[config.mk]
export PLATFORM = sky130hd
export DESIGN_NAME = round_robin_run_queue
export DESIGN_NICKNAME = d
export VERILOG_FILES = /design/src/rtl/rrq_pkg.sv /design/src/rtl/rrq_datapath.sv /design/src/rtl/rrq_ctrl.sv /design/src/rtl/round_robin_run_queue.sv
export SDC_FILE = /design/constraint.sdc
export NUM_CORES = 1
export LEC_CHECK = 0
export BUFFER_PORTS_ARGS = -buffer_cell sky130_fd_sc_hd__buf_2
export CORE_AREA = 10 10 191 193
export CTS_CLUSTER_DIAMETER = 40
export DETAILED_ROUTE_END_ITERATION = 8
export DIE_AREA = 0 0 201 203
export GPL_TIMING_DRIVEN = 0
export PLACE_DENSITY_LB_ADDON = 0.2
export SLEW_MARGIN = 10
export SYNTH_ARGS = -nofsm -noshare
export SYNTH_HDL_FRONTEND = slang
export SYNTH_SLANG_ARGS = --single-unit
[constraint.sdc]
create_clock -name clk -period 6.7 [get_ports clk]
set_clock_uncertainty 0.2 [all_clocks]
set_input_delay 2.01 -clock clk [delete_from_list [all_inputs] [get_ports clk]]
set_output_delay 2.01 -clock clk [all_outputs]
set_load 0.05 [all_outputs]
[src/rtl/rrq_pkg.sv]
// ============================================================================
// rrq_pkg: shared types and codes for the round-robin run queue
// Command, status and outcome codes, field widths, and the command and
// status bundles that run between the controller and the datapath.
// ============================================================================
`default_nettype none

package rrq_pkg;

  // Default number of queue slots
  localparam int QUEUE_DEPTH_DEF = 16;

  // Field widths
  localparam int CMD_W  = 3;
  localparam int ID_W   = 16;
  localparam int ST_W   = 2;
  localparam int OC_W   = 3;
  localparam int QCNT_W = 5;

  // Command codes
  localparam logic [CMD_W-1:0] CMD_PUSH      = 3'd0;
  localparam logic [CMD_W-1:0] CMD_POP       = 3'd1;
  localparam logic [CMD_W-1:0] CMD_ROTATE    = 3'd2;
  localparam logic [CMD_W-1:0] CMD_RTR       = 3'd3;  // rotate to next ready
  localparam logic [CMD_W-1:0] CMD_FIND_LIVE = 3'd4;
  localparam logic [CMD_W-1:0] CMD_FIND_TERM = 3'd5;
  localparam logic [CMD_W-1:0] CMD_PEEK      = 3'd6;

  // Thread status codes
  localparam logic [ST_W-1:0] ST_BLOCKED    = 2'd2;
  localparam logic [ST_W-1:0] ST_TERMINATED = 2'd3;

  // Outcome codes
  localparam logic [OC_W-1:0] OC_OK       = 3'd0;
  localparam logic [OC_W-1:0] OC_EMPTY    = 3'd1;
  localparam logic [OC_W-1:0] OC_FULL     = 3'd2;
  localparam logic [OC_W-1:0] OC_NORUN    = 3'd3;
  localparam logic [OC_W-1:0] OC_NOTFOUND = 3'd4;

  // Where the result id/status come from
  typedef enum logic [1:0] {
    SRC_ZERO,
    SRC_INPUT,
    SRC_READ
  } src_t;

  // Queue update that goes with the result load
  typedef enum logic [1:0] {
    ACT_NONE,
    ACT_PUSH,
    ACT_POP
  } act_t;

  // Controller -> datapath
  typedef struct packed {
    logic            in_load;   // latch the accepted transaction
    logic            off_clr;   // scan offset to zero
    logic            off_inc;
    logic            off_dec;
    logic            head_inc;  // rotate: advance head
    logic            rot_wr;    // rotate: copy head entry to tail
    logic            res_load;  // load the output register
    src_t            src;
    act_t            act;
    logic [OC_W-1:0] outcome;
  } dp_cmd_t;

  // Datapath -> controller
  typedef struct packed {
    logic empty;
    logic full;
    logic last;      // read data is the last counted entry
    logic id_match;  // read id equals the search key
    logic is_term;   // read status is terminated
    logic runnable;  // read status is running or ready
  } dp_stat_t;

endpackage

`default_nettype wire

[src/rtl/rrq_datapath.sv]
// ============================================================================
// rrq_datapath: entry store, head/count pointers and output register
// Holds the circular entry store with one registered read port and one
// write port, the scan offset, the latched transaction and the result.
// ============================================================================
`default_nettype none

module rrq_datapath #(
  parameter int QUEUE_DEPTH = rrq_pkg::QUEUE_DEPTH_DEF
) (
  input  logic                          clk,
  input  logic                          rst,
  input  logic [rrq_pkg::ID_W-1:0]      thread_id,
  input  logic [rrq_pkg::ST_W-1:0]      thread_status,
  input  rrq_pkg::dp_cmd_t              dp_cmd,
  output rrq_pkg::dp_stat_t             dp_stat,
  output logic [rrq_pkg::OC_W-1:0]      outcome,
  output logic [rrq_pkg::ID_W-1:0]      result_id,
  output logic [rrq_pkg::ST_W-1:0]      result_status,
  output logic [rrq_pkg::QCNT_W-1:0]    queue_count
);
  import rrq_pkg::*;

  localparam int IDX_W = (QUEUE_DEPTH > 1) ? $clog2(QUEUE_DEPTH) : 1;
  localparam int CNT_W = $clog2(QUEUE_DEPTH + 1);
  localparam int SUM_W = CNT_W + 1;
  localparam logic [CNT_W-1:0] DEPTH_CNT = CNT_W'(QUEUE_DEPTH);
  localparam logic [SUM_W-1:0] DEPTH_SUM = SUM_W'(QUEUE_DEPTH);
  localparam logic [IDX_W-1:0] LAST_IDX  = IDX_W'(QUEUE_DEPTH - 1);

  // Entry store
  logic [ID_W-1:0] mem_id [QUEUE_DEPTH];
  logic [ST_W-1:0] mem_st [QUEUE_DEPTH];

  logic [IDX_W-1:0]       head;
  logic [CNT_W-1:0]       count;
  logic [CNT_W-1:0]       off;
  logic [ID_W-1:0]        key_id;
  logic [ST_W-1:0]        key_st;
  logic [ID_W-1:0]        rd_id;
  logic [ST_W-1:0]        rd_st;

  logic [SUM_W-1:0]       rd_sum;
  logic [SUM_W-1:0]       tail_sum;
  logic [IDX_W-1:0]       rd_addr;
  logic [IDX_W-1:0]       tail_addr;
  logic [IDX_W-1:0]       head_next;
  logic [CNT_W-1:0]       count_next;
  logic [CNT_W+QCNT_W-1:0] count_ext;
  logic                   push_now;
  logic                   pop_now;

  // Slot addresses, wrapped with one compare and subtract
  assign rd_sum    = SUM_W'(head) + SUM_W'(off);
  assign tail_sum  = SUM_W'(head) + SUM_W'(count);
  assign rd_addr   = (rd_sum >= DEPTH_SUM) ? IDX_W'(rd_sum - DEPTH_SUM) : IDX_W'(rd_sum);
  assign tail_addr = (tail_sum >= DEPTH_SUM) ? IDX_W'(tail_sum - DEPTH_SUM)
                                             : IDX_W'(tail_sum);

  assign push_now = dp_cmd.res_load && (dp_cmd.act == ACT_PUSH);
  assign pop_now  = dp_cmd.res_load && (dp_cmd.act == ACT_POP);

  assign head_next = (head == LAST_IDX) ? '0 : head + IDX_W'(1);

  always_comb begin
    if (push_now) begin
      count_next = count + CNT_W'(1);
    end else if (pop_now) begin
      count_next = count - CNT_W'(1);
    end else begin
      count_next = count;
    end
  end

  assign count_ext = {{QCNT_W{1'b0}}, count_next};

  // Status toward the controller
  assign dp_stat.empty    = (count == '0);
  assign dp_stat.full     = (count == DEPTH_CNT);
  assign dp_stat.last     = (off == count);
  assign dp_stat.id_match = (rd_id == key_id);
  assign dp_stat.is_term  = (rd_st == ST_TERMINATED);
  assign dp_stat.runnable = (rd_st != ST_BLOCKED) && (rd_st != ST_TERMINATED);

  // Pointers and scan offset
  always_ff @(posedge clk) begin
    if (rst) begin
      head  <= '0;
      count <= '0;
      off   <= '0;
    end else begin
      if (pop_now || dp_cmd.head_inc) begin
        head <= head_next;
      end
      count <= count_next;
      if (dp_cmd.off_clr) begin
        off <= '0;
      end else if (dp_cmd.off_dec) begin
        off <= off - CNT_W'(1);
      end else if (dp_cmd.off_inc) begin
        off <= off + CNT_W'(1);
      end
    end
  end

  // Store: write at the tail, registered read at head + offset
  always_ff @(posedge clk) begin
    if (push_now) begin
      mem_id[tail_addr] <= key_id;
      mem_st[tail_addr] <= key_st;
    end else if (dp_cmd.rot_wr) begin
      mem_id[tail_addr] <= rd_id;
      mem_st[tail_addr] <= rd_st;
    end
    rd_id <= mem_id[rd_addr];
    rd_st <= mem_st[rd_addr];
  end

  // Latched transaction and output register
  always_ff @(posedge clk) begin
    if (dp_cmd.in_load) begin
      key_id <= thread_id;
      key_st <= thread_status;
    end
    if (dp_cmd.res_load) begin
      outcome     <= dp_cmd.outcome;
      queue_count <= count_ext[QCNT_W-1:0];
      case (dp_cmd.src)
        SRC_INPUT: begin
          result_id     <= key_id;
          result_status <= key_st;
        end
        SRC_READ: begin
          result_id     <= rd_id;
          result_status <= rd_st;
        end
        default: begin
          result_id     <= '0;
          result_status <= '0;
        end
      endcase
    end
  end

endmodule

`default_nettype wire

[src/rtl/rrq_ctrl.sv]
// ============================================================================
// rrq_ctrl: run queue sequencer
// Decodes each transaction, steps the scans and rotations, and loads the
// output register once it is free.
// ============================================================================
`default_nettype none

module rrq_ctrl (
  input  logic                      clk,
  input  logic                      rst,
  input  logic                      in_valid,
  output logic                      in_ready,
  input  logic [rrq_pkg::CMD_W-1:0] cmd,
  input  logic                      out_ready,
  output logic                      out_valid,
  output rrq_pkg::dp_cmd_t          dp_cmd,
  input  rrq_pkg::dp_stat_t         dp_stat
);
  import rrq_pkg::*;

  typedef enum logic [2:0] {
    S_IDLE,
    S_SCAN,
    S_SETTLE,
    S_RTR_WAIT,
    S_RTR_STEP,
    S_FINISH
  } state_t;

  state_t          state, state_next;
  logic [CMD_W-1:0] op, op_next;
  logic            rot_first, rot_first_next;
  logic [OC_W-1:0] fin_oc, fin_oc_next;
  src_t            fin_src, fin_src_next;
  act_t            fin_act, fin_act_next;
  logic            out_valid_next;
  logic            out_free;
  logic            find_hit;
  logic            scan_hit;

  assign in_ready = (state == S_IDLE);
  assign out_free = !out_valid || out_ready;

  // Match test for the scan, by operation
  assign find_hit = dp_stat.id_match &&
                    ((op == CMD_FIND_TERM) ? dp_stat.is_term : !dp_stat.is_term);
  assign scan_hit = (op == CMD_RTR) ? dp_stat.runnable : find_hit;

  // Next state and datapath commands
  always_comb begin
    state_next     = state;
    op_next        = op;
    rot_first_next = rot_first;
    fin_oc_next    = fin_oc;
    fin_src_next   = fin_src;
    fin_act_next   = fin_act;
    dp_cmd         = '0;
    dp_cmd.src     = SRC_ZERO;
    dp_cmd.act     = ACT_NONE;
    dp_cmd.outcome = OC_OK;

    case (state)
      S_IDLE: begin
        if (in_valid) begin
          dp_cmd.in_load = 1'b1;
          op_next        = cmd;
          fin_oc_next    = OC_OK;
          fin_src_next   = SRC_ZERO;
          fin_act_next   = ACT_NONE;
          state_next     = S_FINISH;
          case (cmd)
            CMD_PUSH: begin
              if (dp_stat.full) begin
                fin_oc_next = OC_FULL;
              end else begin
                fin_src_next = SRC_INPUT;
                fin_act_next = ACT_PUSH;
              end
            end
            CMD_POP, CMD_PEEK: begin
              if (dp_stat.empty) begin
                fin_oc_next = OC_EMPTY;
              end else begin
                fin_src_next = SRC_READ;
                fin_act_next = (cmd == CMD_POP) ? ACT_POP : ACT_NONE;
              end
            end
            CMD_ROTATE: begin
              if (dp_stat.empty) begin
                fin_oc_next = OC_EMPTY;
              end else begin
                rot_first_next = 1'b1;
                state_next     = S_RTR_WAIT;
              end
            end
            CMD_RTR: begin
              if (dp_stat.empty) begin
                fin_oc_next = OC_EMPTY;
              end else begin
                dp_cmd.off_inc = 1'b1;
                state_next     = S_SCAN;
              end
            end
            CMD_FIND_LIVE, CMD_FIND_TERM: begin
              if (dp_stat.empty) begin
                fin_oc_next = OC_NOTFOUND;
              end else begin
                dp_cmd.off_inc = 1'b1;
                state_next     = S_SCAN;
              end
            end
            default: begin
              // no-op code: plain ok result
            end
          endcase
        end else begin
          dp_cmd.off_clr = 1'b1;
        end
      end

      // One entry per cycle; the read data is registered and belongs to the previous offset
      S_SCAN: begin
        if (scan_hit) begin
          if (op == CMD_RTR) begin
            dp_cmd.off_clr = 1'b1;
            rot_first_next = 1'b1;
            state_next     = S_RTR_WAIT;
          end else begin
            dp_cmd.off_dec = 1'b1;
            fin_oc_next    = OC_OK;
            fin_src_next   = SRC_READ;
            fin_act_next   = ACT_NONE;
            state_next     = S_SETTLE;
          end
        end else if (dp_stat.last) begin
          fin_oc_next  = (op == CMD_RTR) ? OC_NORUN : OC_NOTFOUND;
          fin_src_next = SRC_ZERO;
          fin_act_next = ACT_NONE;
          state_next   = S_FINISH;
        end else begin
          dp_cmd.off_inc = 1'b1;
        end
      end

      S_SETTLE: begin
        state_next = S_FINISH;
      end

      S_RTR_WAIT: begin
        state_next = S_RTR_STEP;
      end

      // Read data is the head entry here
      S_RTR_STEP: begin
        if (rot_first || (op == CMD_RTR && !dp_stat.runnable)) begin
          dp_cmd.rot_wr   = 1'b1;
          dp_cmd.head_inc = 1'b1;
          rot_first_next  = 1'b0;
          state_next      = S_RTR_WAIT;
        end else begin
          fin_oc_next  = OC_OK;
          fin_src_next = SRC_READ;
          fin_act_next = ACT_NONE;
          state_next   = S_FINISH;
        end
      end

      S_FINISH: begin
        if (out_free) begin
          dp_cmd.res_load = 1'b1;
          dp_cmd.off_clr  = 1'b1;
          dp_cmd.outcome  = fin_oc;
          dp_cmd.src      = fin_src;
          dp_cmd.act      = fin_act;
          state_next      = S_IDLE;
        end
      end

      default: begin
        state_next = S_IDLE;
      end
    endcase

    if (dp_cmd.res_load) begin
      out_valid_next = 1'b1;
    end else if (out_ready) begin
      out_valid_next = 1'b0;
    end else begin
      out_valid_next = out_valid;
    end
  end

  // State and registered outputs
  always_ff @(posedge clk) begin
    if (rst) begin
      state     <= S_IDLE;
      out_valid <= 1'b0;
      rot_first <= 1'b0;
      op        <= '0;
      fin_oc    <= OC_OK;
      fin_src   <= SRC_ZERO;
      fin_act   <= ACT_NONE;
    end else begin
      state     <= state_next;
      out_valid <= out_valid_next;
      rot_first <= rot_first_next;
      op        <= op_next;
      fin_oc    <= fin_oc_next;
      fin_src   <= fin_src_next;
      fin_act   <= fin_act_next;
    end
  end

endmodule

`default_nettype wire

[src/rtl/round_robin_run_queue.sv]
// ============================================================================
// round_robin_run_queue: bounded round-robin run queue of thread entries
// Push, pop, peek, rotate, rotate to next ready, and id searches over a
// circular store of thread id / status entries.
// ============================================================================
//
//  channel | handshake            | payload
//  --------+----------------------+-------------------------------------------
//  in      | in_valid / in_ready  | cmd, thread_id, thread_status
//  out     | out_valid / out_ready| outcome, result_id, result_status,
//          |                      | queue_count
//
//  One transaction at a time; the output register holds a finished result
//  while the next transaction is taken. Searches step one entry per cycle
//  through the store's read port. Reset clears head, count and the scan
//  offset; the store needs no clearing pass. A stalled output holds the
//  sequencer in its final state until taken.
//
`default_nettype none

module round_robin_run_queue #(
  parameter int QUEUE_DEPTH = rrq_pkg::QUEUE_DEPTH_DEF
) (
  input  logic                       clk,
  input  logic                       rst,
  input  logic                       in_valid,
  output logic                       in_ready,
  input  logic [rrq_pkg::CMD_W-1:0]  cmd,
  input  logic [rrq_pkg::ID_W-1:0]   thread_id,
  input  logic [rrq_pkg::ST_W-1:0]   thread_status,
  output logic                       out_valid,
  input  logic                       out_ready,
  output logic [rrq_pkg::OC_W-1:0]   outcome,
  output logic [rrq_pkg::ID_W-1:0]   result_id,
  output logic [rrq_pkg::ST_W-1:0]   result_status,
  output logic [rrq_pkg::QCNT_W-1:0] queue_count
);
  import rrq_pkg::*;

  dp_cmd_t  dp_cmd;
  dp_stat_t dp_stat;

  // Sequencer
  rrq_ctrl u_ctrl (
    .clk       (clk),
    .rst       (rst),
    .in_valid  (in_valid),
    .in_ready  (in_ready),
    .cmd       (cmd),
    .out_ready (out_ready),
    .out_valid (out_valid),
    .dp_cmd    (dp_cmd),
    .dp_stat   (dp_stat)
  );

  // Store, pointers and result register
  rrq_datapath #(
    .QUEUE_DEPTH (QUEUE_DEPTH)
  ) u_datapath (
    .clk           (clk),
    .rst           (rst),
    .thread_id     (thread_id),
    .thread_status (thread_status),
    .dp_cmd        (dp_cmd),
    .dp_stat       (dp_stat),
    .outcome       (outcome),
    .result_id     (result_id),
    .result_status (result_status),
    .queue_count   (queue_count)
  );

endmodule

`default_nettype wire

==> metrics.txt <==
# TYPE chip_impl_metric gauge
chip_impl_info{name="reg2reg_to",value="u_datapath.rd_id[1]$_DFF_P_"} 1
chip_impl_metric{name="hold_path_depth",unit=""} 2
chip_impl_metric{name="worstPathMaxFanout",unit=""} 11
chip_impl_info{name="commonest_cells_after_routing_fill_and_taps_aside",value="edfxtp_1 (332), nand2_1 (89), mux4_2 (72), buf_2 (66), dfxtp_1 (46)"} 1
chip_impl_info{name="run_status",value="finished, final reports clean"} 1
chip_impl_metric{name="rows",unit=""} 66
chip_impl_metric{name="cts_inserted_buffers",unit=""} 44
chip_impl_metric{name="post_route_worst_hold_slack",unit="ns"} 0.2921
chip_impl_metric{name="synth_enable_flop_cells",unit=""} 332
chip_impl_info{name="startpoint_of_the_worst_slack_reg_to_reg_timing_path",value="u_datapath.off[0]$_SDFFE_PP0P_"} 1
chip_impl_metric{name="post-route-period-util",unit="%"} 63.35
chip_impl_info{name="synthFlopType",value="edfxtp_1"} 1
chip_impl_metric{name="final_hold_viol_count",unit=""} 0
chip_impl_info{name="timing.hold.worst_endpoint",value="u_ctrl.fin_oc[0]$_SDFFE_PP0P_"} 1
chip_impl_info{name="synth_area_leaders",value="edfxtp_1 (64%), mux4_2 (10%), dfxtp_1 (6.0%), nand2_1 (2.2%), mux2i_1 (1.6%)"} 1
chip_impl_metric{name="setup-violations-final",unit=""} 0
chip_impl_metric{name="synthArstFlopShare",unit="%"} 0
chip_impl_info{name="final_common_cell",value="edfxtp_1"} 1
chip_impl_metric{name="gr-total-overflow",unit=""} 0
chip_impl_metric{name="yosysSeqAreaShare",unit="%"} 70.44
chip_impl_metric{name="final_area",unit="mm^2"} 0.01803
chip_impl_metric{name="clk-insertion-delay-late",unit="ns"} 0.55
chip_impl_metric{name="core_area",unit="mm^2"} 0.03245
chip_impl_metric{name="reg2reg_setup_slack",unit="ns"} 2.86
chip_impl_metric{name="start_util",unit="%"} 47.64
chip_impl_metric{name="post_synth.cell_area_avg",unit="um^2"} 16.61
chip_impl_metric{name="via_count",unit=""} 8414
chip_impl_metric{name="cts-hold-fix-buffers",unit=""} 0
chip_impl_metric{name="synth.yosys.warnings",unit=""} 0
chip_impl_metric{name="peakVddDrop",unit="mV"} 0.2346
chip_impl_metric{name="routed_wire_length_per_instance",unit="um"} 21.38
chip_impl_metric{name="worst-r2r-cell-count",unit=""} 9
chip_impl_info{name="critical_path.endpoint_type",value="flip-flop"} 1
chip_impl_info{name="tritoncts_clock_tree",value="built"} 1
chip_impl_info{name="grt_setup_unrepaired",value="no"} 1
chip_impl_info{name="yosys.area.top_type",value="edfxtp_1"} 1
chip_impl_info{name="startpoint_of_the_worst_hold_path",value="u_ctrl.fin_oc[0]$_SDFFE_PP0P_"} 1
chip_impl_metric{name="max-clock-path-buffers",unit=""} 3
chip_impl_metric{name="post-cts-setup-buffer-count",unit=""} 0
chip_impl_metric{name="final_cell_count_no_fill",unit=""} 1529
chip_impl_metric{name="gp_congestion",unit=""} 0.8331
chip_impl_metric{name="tightest_slew",unit="ns"} 1.231
chip_impl_metric{name="total_of_cells_resized_after_clock_tree_synthesis",unit=""} 0
chip_impl_metric{name="chipHeight",unit="um"} 203
chip_impl_metric{name="via_count_of_the_first_global_routing_pass",unit=""} 8532
chip_impl_metric{name="floorplan.io_pins",unit=""} 53
chip_impl_metric{name="post_synthesis_instance_area",unit="mm^2"} 0.01546
chip_impl_metric{name="placed_cells",unit=""} 1447
chip_impl_metric{name="post_place_cell_area",unit="mm^2"} 0.01659
chip_impl_metric{name="drtPass1Iterations",unit=""} 5
chip_impl_metric{name="grt_util_all_layers",unit="%"} 15.95
chip_impl_info{name="crit_type",value="primary input to flip-flop"} 1
chip_impl_metric{name="grt_max_degree",unit=""} 30
chip_impl_metric{name="required_time_at_the_endpoint_of_the_critical_path",unit="ns"} 6.74
chip_impl_metric{name="vias_per_cell",unit=""} 5.503
chip_impl_metric{name="design.die.area",unit="mm^2"} 0.04080
chip_impl_metric{name="synthCells",unit=""} 931
chip_impl_metric{name="maxSlewViolCount",unit=""} 0
chip_impl_metric{name="timing.final.crit_period",unit="ns"} 4.244
chip_impl_metric{name="final.fill_count",unit=""} 2526
chip_impl_metric{name="antenna_violations_before_repair",unit=""} 0
chip_impl_info{name="cts-root-buf",value="clkbuf_16"} 1
chip_impl_metric{name="totalWireLength",unit="mm"} 32.70
chip_impl_metric{name="synthesis.nets",unit=""} 974
chip_impl_metric{name="clock.fmax",unit="MHz"} 235.6
chip_impl_metric{name="drt-initial-drc-count",unit=""} 667
chip_impl_metric{name="final_nets",unit=""} 1094
chip_impl_metric{name="global_route_wire_length_before_repair",unit="mm"} 51.09
chip_impl_metric{name="max_slew_margin_vs_limit",unit="%"} 17.34
chip_impl_metric{name="n_antenna_cell",unit=""} 0
chip_impl_info{name="timing.hold.worst.class",value="flip-flop to flip-flop"} 1
chip_impl_metric{name="drive_above_1_share",unit="%"} 24.10
chip_impl_metric{name="clock-sinks",unit=""} 378
chip_impl_metric{name="leakage",unit="nW"} 6.159
chip_impl_info{name="start_kind",value="primary input"} 1
chip_impl_metric{name="detail-route-antenna-nets",unit=""} 0
chip_impl_metric{name="syn2layout_area_growth",unit="%"} 16.62
chip_impl_metric{name="synth_cell_types",unit=""} 57
chip_impl_metric{name="cts-htree-levels",unit=""} 2
chip_impl_metric{name="path_clk_slew",unit="ns"} 0.05
chip_impl_metric{name="synth_seq_cells",unit=""} 378
chip_impl_metric{name="die_x",unit="um"} 201
chip_impl_metric{name="drc",unit=""} 0
chip_impl_metric{name="critPathArrivalTime",unit="ns"} 4.29
chip_impl_metric{name="io_buffer_count",unit=""} 50
chip_impl_metric{name="netlist.area_leader.share",unit="%"} 64.49
chip_impl_metric{name="power.density",unit="mW/mm^2"} 284.2
chip_impl_metric{name="dp_hpwl",unit="mm"} 23.12
chip_impl_metric{name="cap_viol_max_count",unit=""} 0
-- Yosys cell counts (2+ instances only) --
master and n:
nor3b_1 3, a211oi_1 20, nor2_1 52, clkbuf_1 27
buf_4 2, xor2_1 10, nor4_1 5, nand4_1 8
nand2_1 89, o21ai_0 8, a31oi_1 4, nor2_2 2
dfxtp_1 46, mux2i_1 25, or3_1 2, edfxtp_1 332
nand2b_1 4, ha_1 15, inv_1 14, o211ai_1 2
fa_1 3, nor2b_1 25, a21o_1 5, nand2_2 2
nand3b_1 3, buf_2 13, a22oi_1 19, mux4_2 72
buf_1 2, xnor2_1 27, and3_1 7, nor3_2 2
nor3_1 6, a21oi_1 45, nand3_1 8
-- how the worst max path moves through the flow --
stage	from	endpoint	slack, ns	cells past startpoint
2_1_floorplan	out_ready	u_datapath.mem_id[10][0]$_DFFE_PP_	1.58	5
3_3_place_gp	out_ready	u_datapath.mem_id[14][7]$_DFFE_PP_	-0.81	6
3_5_place_dp	out_ready	u_datapath.mem_id[15][8]$_DFFE_PP_	1.87	9
4_1_cts	out_ready	u_datapath.mem_id[15][2]$_DFFE_PP_	2.41	9
5_1_grt	out_ready	u_datapath.mem_id[12][8]$_DFFE_PP_	2.24	9
6_report	out_ready	u_datapath.mem_id[12][15]$_DFFE_PP_	2.46	9
-- power breakdown --
part           switching, mW  internal [mW]
logic                  0.152         0.0488
registers             0.0190           2.60
clock network          0.940           1.36
total                   1.11           4.01
-- kinds of logic after synthesis --
kind of cell | Yosys count | synth area share [%]
AO/OA/AOI/OAI | 113 | 4.775
buffers and inverters | 59 | 1.586
flip-flops | 378 | 70.44
multiplexers | 98 | 12.20
AND/OR/NAND/NOR | 228 | 7.292
XOR/XNOR | 37 | 2.096
adder cells (fa/ha/maj) | 18 | 1.602
-- registers in the layout (all words and copies together) (netlist names) --
signal,flops
u_datapath.count,5
u_datapath.key_st,2
u_ctrl.fin_act,2
u_datapath.off,5
u_ctrl.op,3
u_ctrl.state,3
u_datapath.head,4
u_datapath.mem_id,256
u_datapath.outcome,3
u_datapath.rd_st,2
u_datapath.result_status,2
u_datapath.mem_st,32
u_ctrl.fin_oc,3
u_datapath.queue_count,5
u_ctrl.out_valid,1
u_datapath.rd_id,16
u_ctrl.fin_src,1
u_ctrl.rot_first,1
u_datapath.result_id,16
u_datapath.key_id,16
-- critical path, stage by stage --
cell and delay [ns]:
buf_2 0.08, nand2b_1 0.18, nand3_1 0.22, nor2_2 0.40
nor2_1 0.24, nor2_1 0.15, nand2_1 0.18, nor2_2 0.57
buf_8 0.24
-- area by class of cell --
class	instances	area (um^2)	share of cell area, %
buffer	44	188.9	1.048
clock buffer	51	1149	6.371
clock inverter	31	289.0	1.603
inverter	15	56.30	0.3123
multi-input combinational	494	4387	24.33
sequential	378	10890	60.40
tap	442	553.0	3.067
timing repair buffer	74	516.7	2.866
-- metrics by stage --
step,utilization [%],setup TNS [ns],power [mW],worst slack (ns)
final,55.56,0,5.124,2.456
after global routing,55.56,0,5.295,2.237
after CTS,55.56,0,5.165,2.415
after detailed placement,51.13,0,2.872,1.875
after global placement,50.11,-34.93,2.868,-0.8072
after floorplan,-,0,2.805,1.582
-- per-layer routing --
metal	share of wire [%]	track usage, %	vias up
met5	0	0	-
met4	1.9	4.571	0
met3	5.5	3.105	48
met2	47	25.11	237
met1	46	22.16	4260
li1	-	-	3869
(Power assumes the default switching activity.)
